### src/hdl/xpad_pkg.sv
package xpad_pkg;

  localparam int MAX_INDICATORS = 4;

  localparam logic [4:0] APP_END       = 5'd0;
  localparam logic [4:0] APP_LENGTH    = 5'd1;
  localparam logic [4:0] APP_DL_START  = 5'd2;
  localparam logic [4:0] APP_DL_CONT   = 5'd3;
  localparam logic [4:0] APP_MSC_START = 5'd12;
  localparam logic [4:0] APP_MSC_CONT  = 5'd13;

  localparam logic [1:0] FPAD_TYPE_0   = 2'd0;
  localparam logic [1:0] XPAD_VARIABLE = 2'd2;

  localparam logic [5:0] LENGTH_SUBFIELD_BYTES = 6'd4;

  typedef enum logic [2:0] {
    MODE_IDLE = 3'd0,
    MODE_CI   = 3'd1,
    MODE_LEN  = 3'd2,
    MODE_DATA = 3'd3,
    MODE_CONT = 3'd4
  } parse_mode_t;

  typedef struct packed {
    logic [7:0] pad_byte;
    logic       field_start;
    logic       field_end;
    logic [7:0] fpad_upper;
    logic [7:0] fpad_lower;
  } xpad_in_t;

  typedef struct packed {
    logic [7:0] data_byte;
    logic [4:0] app_type;
    logic       subfield_first;
    logic       subfield_last;
    logic       continuation;
    logic       group_complete;
  } xpad_out_t;

  function automatic logic [5:0] subfield_len(input logic [2:0] code);
    logic [5:0] len;
    case (code)
      3'd0: len = 6'd4;
      3'd1: len = 6'd6;
      3'd2: len = 6'd8;
      3'd3: len = 6'd12;
      3'd4: len = 6'd16;
      3'd5: len = 6'd24;
      3'd6: len = 6'd32;
      3'd7: len = 6'd48;
      default: len = 6'd4;
    endcase
    return len;
  endfunction

endpackage

### src/hdl/xpad_subfield_demux_unit.sv
// Variable X-PAD subfield demultiplexer. Each request carries one X-PAD byte in
// transmission order, with the F-PAD bytes and field markers that go with it; each
// result is one payload byte tagged with its application type, subfield boundaries,
// continuation flag and MSC data group completion. Contents indicator bytes and bytes
// of fields that are not F-PAD type 0 with variable X-PAD give no result. The block
// takes one request per clock cycle while the result register is empty or being taken,
// and delivers its result in the cycle after: the whole parser state update is
// combinational logic, and a result register separates the two channels so that a
// stalled result only holds the input while it is not taken.
module xpad_subfield_demux_unit
  import xpad_pkg::*;
(
  input  logic      clk,
  input  logic      rst_n,
  input  logic      in_valid,
  output logic      in_ready,
  input  xpad_in_t  in_data,
  output logic      out_valid,
  input  logic      out_ready,
  output xpad_out_t out_data
);

  parse_mode_t mode_r, mode_nxt;
  logic [7:0]  tab_r [4];
  logic [7:0]  tab_nxt [4];
  logic [2:0]  cnt_r, cnt_nxt;
  logic [2:0]  pos_r, pos_nxt;
  logic [5:0]  rem_r, rem_nxt;
  logic        gact_r, gact_nxt;
  logic [7:0]  fsize_r, fsize_nxt;
  logic        fsv_r, fsv_nxt;
  logic [13:0] glen_r, glen_nxt;
  logic [15:0] gfill_r, gfill_nxt;
  logic [5:0]  lhp_r, lhp_nxt;
  logic [7:0]  cont_left_r, cont_left_nxt;
  logic        sub_first_r, sub_first_nxt;

  logic        out_valid_r;
  xpad_out_t   out_r;
  logic        res_valid;
  xpad_out_t   res;
  logic        accept;

  assign in_ready  = !out_valid_r || out_ready;
  assign accept    = in_valid && in_ready;
  assign out_valid = out_valid_r;
  assign out_data  = out_r;

  always_comb begin
    logic [7:0] b;
    logic [7:0] sum;
    logic [7:0] ind;
    logic [4:0] app;
    logic       last;
    logic       done;
    logic       finish;
    logic       do_begin;

    mode_nxt      = mode_r;
    tab_nxt       = tab_r;
    cnt_nxt       = cnt_r;
    pos_nxt       = pos_r;
    rem_nxt       = rem_r;
    gact_nxt      = gact_r;
    fsize_nxt     = fsize_r;
    fsv_nxt       = fsv_r;
    glen_nxt      = glen_r;
    gfill_nxt     = gfill_r;
    lhp_nxt       = lhp_r;
    cont_left_nxt = cont_left_r;
    sub_first_nxt = sub_first_r;
    res_valid     = 1'b0;
    res           = '0;
    b             = in_data.pad_byte;
    sum           = '0;
    ind           = '0;
    app           = '0;
    last          = 1'b0;
    done          = 1'b0;
    finish        = 1'b0;
    do_begin      = 1'b0;

    if (in_data.field_start) begin
      cnt_nxt = '0;
      pos_nxt = '0;
      if (in_data.fpad_upper[7:6] != FPAD_TYPE_0 ||
          in_data.fpad_upper[5:4] != XPAD_VARIABLE) begin
        mode_nxt = MODE_IDLE;
      end else if (in_data.fpad_lower[1]) begin
        mode_nxt = MODE_CI;
      end else if (gact_r && fsv_r && fsize_r != 8'd0) begin
        mode_nxt      = MODE_CONT;
        cont_left_nxt = fsize_r;
        sub_first_nxt = 1'b1;
      end else begin
        mode_nxt = MODE_IDLE;
      end
    end

    case (mode_nxt)
      MODE_CI: begin
        if (b[4:0] != APP_END && cnt_nxt < 3'(MAX_INDICATORS)) begin
          tab_nxt[cnt_nxt[1:0]] = b;
          cnt_nxt = cnt_nxt + 3'd1;
          if (cnt_nxt >= 3'(MAX_INDICATORS)) begin
            finish = 1'b1;
          end
        end else begin
          finish = 1'b1;
        end
      end
      MODE_LEN, MODE_DATA: begin
        app = tab_nxt[pos_nxt[1:0]][4:0];
        if (mode_nxt == MODE_LEN) begin
          if (rem_nxt == LENGTH_SUBFIELD_BYTES) begin
            lhp_nxt = b[5:0];
          end else if (rem_nxt == LENGTH_SUBFIELD_BYTES - 6'd1) begin
            glen_nxt = {lhp_nxt, b};
          end
        end
        rem_nxt = rem_nxt - 6'd1;
        last    = (rem_nxt == 6'd0);
        if (app == APP_MSC_START) begin
          if (gfill_nxt != 16'hffff) begin
            gfill_nxt = gfill_nxt + 16'd1;
          end
          if (last) begin
            if (gfill_nxt >= {2'b00, glen_nxt}) begin
              done      = 1'b1;
              gact_nxt  = 1'b0;
              gfill_nxt = '0;
            end else begin
              gact_nxt = 1'b1;
            end
          end
        end else if (app == APP_MSC_CONT && gfill_nxt != 16'd0) begin
          if (gfill_nxt != 16'hffff) begin
            gfill_nxt = gfill_nxt + 16'd1;
          end
          if (last && gfill_nxt >= {2'b00, glen_nxt}) begin
            done      = 1'b1;
            gact_nxt  = 1'b0;
            gfill_nxt = '0;
          end
        end
        res_valid          = 1'b1;
        res.data_byte      = b;
        res.app_type       = app;
        res.subfield_first = sub_first_nxt;
        res.subfield_last  = last;
        res.continuation   = 1'b0;
        res.group_complete = done;
        sub_first_nxt      = 1'b0;
        if (last) begin
          pos_nxt  = pos_nxt + 3'd1;
          do_begin = 1'b1;
        end
      end
      MODE_CONT: begin
        cont_left_nxt = cont_left_nxt - 8'd1;
        last          = (cont_left_nxt == 8'd0);
        if (gfill_nxt != 16'd0) begin
          if (gfill_nxt != 16'hffff) begin
            gfill_nxt = gfill_nxt + 16'd1;
          end
          if (last && gfill_nxt >= {2'b00, glen_nxt}) begin
            done      = 1'b1;
            gact_nxt  = 1'b0;
            gfill_nxt = '0;
          end
        end
        res_valid          = 1'b1;
        res.data_byte      = b;
        res.app_type       = APP_MSC_CONT;
        res.subfield_first = sub_first_nxt;
        res.subfield_last  = last;
        res.continuation   = 1'b1;
        res.group_complete = done;
        sub_first_nxt      = 1'b0;
        if (last) begin
          mode_nxt = MODE_IDLE;
        end
      end
      default: begin
      end
    endcase

    if (finish) begin
      if (gact_nxt) begin
        for (int i = 0; i < 4; i++) begin
          if (3'(i) < cnt_nxt) begin
            sum = sum + {2'b00, subfield_len(tab_nxt[i][7:5])};
          end
        end
        if (cnt_nxt >= 3'(MAX_INDICATORS)) begin
          sum = sum + {5'd0, cnt_nxt};
        end else begin
          sum = sum + {5'd0, cnt_nxt} + 8'd1;
        end
        fsize_nxt = sum;
        fsv_nxt   = 1'b1;
      end
      pos_nxt  = '0;
      do_begin = 1'b1;
    end

    if (do_begin) begin
      if (pos_nxt >= cnt_nxt || pos_nxt >= 3'd4) begin
        mode_nxt = MODE_IDLE;
      end else begin
        ind           = tab_nxt[pos_nxt[1:0]];
        sub_first_nxt = 1'b1;
        if (ind[4:0] == APP_LENGTH) begin
          mode_nxt = MODE_LEN;
          rem_nxt  = LENGTH_SUBFIELD_BYTES;
        end else if (ind[4:0] == APP_DL_START || ind[4:0] == APP_DL_CONT ||
                     ind[4:0] == APP_MSC_START || ind[4:0] == APP_MSC_CONT) begin
          mode_nxt = MODE_DATA;
          rem_nxt  = subfield_len(ind[7:5]);
          if (ind[4:0] == APP_MSC_START) begin
            gfill_nxt = '0;
          end
        end else begin
          mode_nxt = MODE_IDLE;
        end
      end
    end

    if (in_data.field_end) begin
      mode_nxt = MODE_IDLE;
    end
  end

  always_ff @(posedge clk) begin
    if (!rst_n) begin
      mode_r      <= MODE_IDLE;
      cnt_r       <= '0;
      pos_r       <= '0;
      rem_r       <= '0;
      gact_r      <= 1'b0;
      fsize_r     <= '0;
      fsv_r       <= 1'b0;
      glen_r      <= '0;
      gfill_r     <= '0;
      lhp_r       <= '0;
      cont_left_r <= '0;
      sub_first_r <= 1'b0;
      out_valid_r <= 1'b0;
    end else begin
      if (accept) begin
        mode_r      <= mode_nxt;
        cnt_r       <= cnt_nxt;
        pos_r       <= pos_nxt;
        rem_r       <= rem_nxt;
        gact_r      <= gact_nxt;
        fsize_r     <= fsize_nxt;
        fsv_r       <= fsv_nxt;
        glen_r      <= glen_nxt;
        gfill_r     <= gfill_nxt;
        lhp_r       <= lhp_nxt;
        cont_left_r <= cont_left_nxt;
        sub_first_r <= sub_first_nxt;
        out_valid_r <= res_valid;
      end else if (out_ready) begin
        out_valid_r <= 1'b0;
      end
    end
  end

  always_ff @(posedge clk) begin
    if (accept) begin
      tab_r <= tab_nxt;
      if (res_valid) begin
        out_r <= res;
      end
    end
  end

  a_complete_on_last: assert property (@(posedge clk) disable iff (!rst_n)
    out_valid_r && out_r.group_complete |-> out_r.subfield_last)
    else $error("group completion flagged on a byte that does not end a subfield");

  a_cont_tag: assert property (@(posedge clk) disable iff (!rst_n)
    out_valid_r && out_r.continuation |-> out_r.app_type == APP_MSC_CONT)
    else $error("continuation byte carries the wrong application type");

  a_cont_count: assert property (@(posedge clk) disable iff (!rst_n)
    mode_r == MODE_CONT |-> cont_left_r != 8'd0)
    else $error("continuation field active with no bytes left");

  a_subfield_bounds: assert property (@(posedge clk) disable iff (!rst_n)
    (mode_r == MODE_LEN || mode_r == MODE_DATA) |-> rem_r != 6'd0 && pos_r < cnt_r)
    else $error("subfield active beyond its length or its indicator list");

endmodule
### config.mk
export PLATFORM = sky130hd
export DESIGN_NAME = xpad_subfield_demux_unit
export DESIGN_NICKNAME = d
export VERILOG_FILES = /design/src/hdl/xpad_pkg.sv /design/src/hdl/xpad_subfield_demux_unit.sv
export SDC_FILE = /design/constraint.sdc
export NUM_CORES = 1
export LEC_CHECK = 0
export BUFFER_PORTS_ARGS = -buffer_cell sky130_fd_sc_hd__clkbuf_2
export CELL_PAD_IN_SITES_DETAIL_PLACEMENT = 1
export CELL_PAD_IN_SITES_GLOBAL_PLACEMENT = 2
export CORE_ASPECT_RATIO = 0.9
export CORE_MARGIN = 2
export CORE_UTILIZATION = 42
export DETAILED_ROUTE_END_ITERATION = 10
export PLACE_DENSITY_LB_ADDON = 0.15
export SLEW_MARGIN = 20
export SYNTH_ARGS = -nofsm -noshare
export SYNTH_HDL_FRONTEND = slang
export SYNTH_SLANG_ARGS = --single-unit
### constraint.sdc
create_clock -name clk -period 19.54 [get_ports clk]
set_input_delay 3.908 -clock clk [delete_from_list [all_inputs] [get_ports clk]]
set_output_delay 3.908 -clock clk [all_outputs]
set_load 0.02 [all_outputs]
==> impl_metrics.env <==
export IMPL_critical_path_peak_fanout=16
export IMPL_holdPathStages=2
export IMPL_rsz0062_at_grt="false"
export IMPL_synth_sequential_area_ratio_pct=30.6
export IMPL_dp_hpwl_um=20900
export IMPL_die_area_um2=23700
export IMPL_ios=49
export IMPL_min_to="sub_first_r"
export IMPL_final_setup_skew_ns=0.0148
export IMPL_finish_net_count=1199
export IMPL_route_detailed_vias_per_inst=5.80
export IMPL_synth_yosys_warnings=0
export IMPL_cts_sinks=120
export IMPL_critPathMostFrequentCell="sky130_fd_sc_hd__ha_1"
export IMPL_worst_path_largest_cell_delay_ns=0.77
export IMPL_cts_resized=0
export IMPL_worst_hold_startpoint="sub_first_r"
export IMPL_route_detailed_drc=0
export IMPL_finalHoldViolCount=0
export IMPL_worst_slack_ns=8.57
export IMPL_peakVddDrop_v=0.0000513
export IMPL_postRouteWirelength_um=28300
export IMPL_cts_post_setup_buffers_inserted=0
export IMPL_effective_utilization_at_floorplan_pct=42.4
export IMPL_rr_startpoint="mode_r[2]"
export IMPL_drt_first_pass_iters=5
export IMPL_holdBufCountCts=0
export IMPL_grt_overflow=0
export IMPL_timing_slew_headroom_pct=33.2
export IMPL_powerDensity_nw_per_um2=62.4
export IMPL_globalRouteTotalUtil_pct=24.7
export IMPL_clock_root_buffer="sky130_fd_sc_hd__clkbuf_16"
export IMPL_final_period_minus_worst_setup_slack_ns=10.97
export IMPL_drt_antenna_violating_nets=0
export IMPL_synthArstFlopShare_pct=0
export IMPL_worst_slew_pin_slew_ns=0.988
export IMPL_layout_filler_cells=2655
export IMPL_timing_max_cap_violations=0
export IMPL_critical_path_class="input port to flop"
export IMPL_area_growth_synth_to_finish_pct=10.0
export IMPL_clkSlewWorstSetupHoldPaths_ns=0.07
export IMPL_fin_setup_tns_ns=0
export IMPL_cp_slowest_cell="sky130_fd_sc_hd__a2111oi_0"
export IMPL_worst_ep_arrival_time_ns=11.30
export IMPL_cts_htree_levels=4
export IMPL_synth_enable_flop_cells=49
export IMPL_p_leak_nw=4.13
export IMPL_fp_dieH_um=146
export IMPL_finalSetupViolCount=0
export IMPL_routed_via_count=8192
export IMPL_avgSynthCellArea_um2=8.65
export IMPL_cells_after_synthesis=1092
export IMPL_grt_pass1_wl_um=46000
export IMPL_postSynthNetCount=1188
export IMPL_r2r_slack_ns=11.95
export IMPL_grt_max_degree=57
export IMPL_rows=52
export IMPL_cts_buffer_depth=2
export IMPL_clock_insertion_delay_worst_skew_ns=0.44
export IMPL_total_core_area_um2=22300
export IMPL_total_standard_cell_area_after_synthesis_um2=9450
export IMPL_ys_dominant_reg_cell="sky130_fd_sc_hd__dfxtp_1"
export IMPL_tritoncts_clock_tree="yes"
export IMPL_ratio_of_cells_with_drive_above_1_in_the_final_layout_pct=13.4
export IMPL_die_w_um=162
export IMPL_numCtsBuffers=17
export IMPL_netlist_cell_type_count=96
export IMPL_io_buffer_count=37
export IMPL_outcome="finished, final reports clean"
export IMPL_max_freq_ghz=0.0911
export IMPL_drt_first_iter_violations=519
export IMPL_r2r_end="fsize_r[7]"
export IMPL_grt_pass1_vias=8179
export IMPL_timing_critical_path_to_type="flop"
export IMPL_num_antenna_cells=0
export IMPL_gp_routability_congestion=0.821
export IMPL_antenna_violations_before_repair=1
export IMPL_timing_max_transition_violations_final=0
export IMPL_worstHoldPathType="flop to flop"
export IMPL_worst_endpoint_required_ns=19.86
export IMPL_final_min_period_over_clock_period_pct=56.2
export IMPL_routedWlPerCell_um=20.1
export IMPL_timing_critical_path_from_type="input port"
export IMPL_r2r_cell_count=24
export IMPL_dp_worst_setup_slack_ns=8.20
export IMPL_ys_seq_elements=120
==> cells by family (layout without fill, tap and decap cells) <==
group                    count (synthesis)  after routing  share of synthesized area [%]
adder cells (fa/ha/maj)                 66             66                           9.06
flip-flops                             120            120                           30.6
multiplexers                           100            100                           11.2
AND/OR/NAND/NOR                        380            380                           20.1
buffers and inverters                  119            143                           5.50
AO/OA/AOI/OAI                          276            276                           20.7
XOR/XNOR                                31             31                           2.87
==> how the worst max path moves through the flow <==
stage | from | end | cells after the start
2_1_floorplan | in_data[20] | fsize_r[7] | 29
3_3_place_gp | in_data[17] | fsize_r[7] | 26
3_5_place_dp | in_data[17] | fsize_r[7] | 25
4_1_cts | in_data[15] | fsize_r[7] | 25
5_1_grt | in_data[17] | fsize_r[7] | 26
6_report | in_data[17] | fsize_r[7] | 26
==> sequential cells by signal (all words and copies together) (netlist names) <==
signal,flops
fsize_r,8
gact_r,1
lhp_r,6
cont_left_r,8
sub_first_r,1
glen_r,14
rem_r,6
cnt_r,3
tab_r,32
mode_r,3
fsv_r,1
pos_r,3
out_valid,1
out_data,17
gfill_r,16
==> layer usage <==
metal | GRT usage [%] | vias to the layer above | share of wire, %
met5 | 0 | - | 0
met2 | 35.9 | 134 | 43
met1 | 38.2 | 3989 | 53
met4 | 5.18 | 0 | 1.1
met3 | 4.03 | 29 | 3.3
li1 | - | 4040 | -
==> critical path, delay by kind of cell <==
kind	cells	cell delay, ns
adders and majority gates	4	1.21
muxes	2	0.88
buffers and inverters	3	0.70
AOI/OAI and AO/OA	9	2.67
xor gates and xnor gates	1	0.16
and+or+nand+nor	7	1.75
==> metrics by stage <==
| step | cell area (um2) | hold slack, ns | std cells | util (%) | power (W) |
|---|---|---|---|---|---|
| after floorplan | 9450 | 0.425 | 1092 | - | 0.000318 |
| after global placement | 9820 | 0.436 | 1381 | 44.1 | 0.000336 |
| after detailed placement | 9820 | 0.442 | 1381 | 44.1 | 0.000337 |
| after CTS | 10400 | 0.452 | 1413 | 46.7 | 0.000652 |
| after global routing | 10400 | 0.492 | 1413 | 46.7 | 0.000671 |
| final | 10400 | 0.452 | 1413 | 46.7 | 0.000648 |
==> placed cells by master (no fill, tap or decap), types with 5 or more instances in the layout <==
master / n
sky130_fd_sc_hd__nor2_1: 109
sky130_fd_sc_hd__nand2_1: 86
sky130_fd_sc_hd__mux2i_1: 73
sky130_fd_sc_hd__dfxtp_1: 71
sky130_fd_sc_hd__ha_1: 62
sky130_fd_sc_hd__inv_1: 58
sky130_fd_sc_hd__o21ai_0: 58
sky130_fd_sc_hd__edfxtp_1: 49
sky130_fd_sc_hd__a21oi_1: 48
sky130_fd_sc_hd__nand3_1: 37
sky130_fd_sc_hd__clkbuf_2: 37
sky130_fd_sc_hd__a211oi_1: 28
sky130_fd_sc_hd__mux2_2: 25
sky130_fd_sc_hd__nor2b_1: 23
sky130_fd_sc_hd__xnor2_1: 21
sky130_fd_sc_hd__nor3_1: 20
sky130_fd_sc_hd__o211ai_1: 18
sky130_fd_sc_hd__nand4_1: 17
sky130_fd_sc_hd__clkbuf_16: 17
sky130_fd_sc_hd__a21o_1: 14
sky130_fd_sc_hd__nand2b_1: 12
sky130_fd_sc_hd__a31oi_1: 11
sky130_fd_sc_hd__buf_4: 11
sky130_fd_sc_hd__and2_1: 10
sky130_fd_sc_hd__xor2_1: 10
sky130_fd_sc_hd__o21a_1: 9
sky130_fd_sc_hd__and3_1: 9
sky130_fd_sc_hd__or2_2: 9
sky130_fd_sc_hd__o22ai_1: 8
sky130_fd_sc_hd__nor4_1: 8
sky130_fd_sc_hd__a211o_1: 8
sky130_fd_sc_hd__a22o_1: 8
sky130_fd_sc_hd__inv_6: 6
sky130_fd_sc_hd__or4_1: 5
sky130_fd_sc_hd__o31ai_1: 5
sky130_fd_sc_hd__o21bai_1: 5
sky130_fd_sc_hd__inv_8: 5
==> report_power, final <==
| group | switching [W] | leakage (nW) | total, W | internal [W] |
|---|---|---|---|---|
| logic | 0.0000424 | 2.84 | 0.0000653 | 0.0000230 |
| clock network | 0.000146 | 0.282 | 0.000316 | 0.000170 |
| registers | 0.00000249 | 1.01 | 0.000267 | 0.000265 |
| total | 0.000190 | 4.13 | 0.000648 | 0.000458 |
==> final cells by class <==
type                       count  area (um2)  share of cell area [%]
inverter                      63         239                    2.30
timing repair buffer          48         268                    2.58
sequential                   120        2890                    27.8
clock buffer                  17         425                    4.09
tap                          297         372                    3.58
clock inverter                15         150                    1.44
multi-input combinational    853        6050                    58.2
==> synthesized netlist by cell type, drive strengths merged, types with 20 or more instances <==
cell | count | area share [%]
xnor2 | 21 | 1.9
edfxtp | 49 | 16
nor2b | 23 | 1.5
nor2 | 110 | 4.4
o211ai | 20 | 1.7
nand3 | 37 | 2.0
o21ai | 62 | 3.3
ha | 62 | 8.2
nor3 | 21 | 1.2
mux2i | 73 | 7.7
dfxtp | 71 | 15
a21oi | 48 | 2.5
clkbuf | 38 | 1.5
mux2 | 25 | 3.0
inv | 62 | 2.5
a211oi | 28 | 2.2
nand2 | 88 | 3.6
No activity file was read; power rests on OpenSTA's default activity.
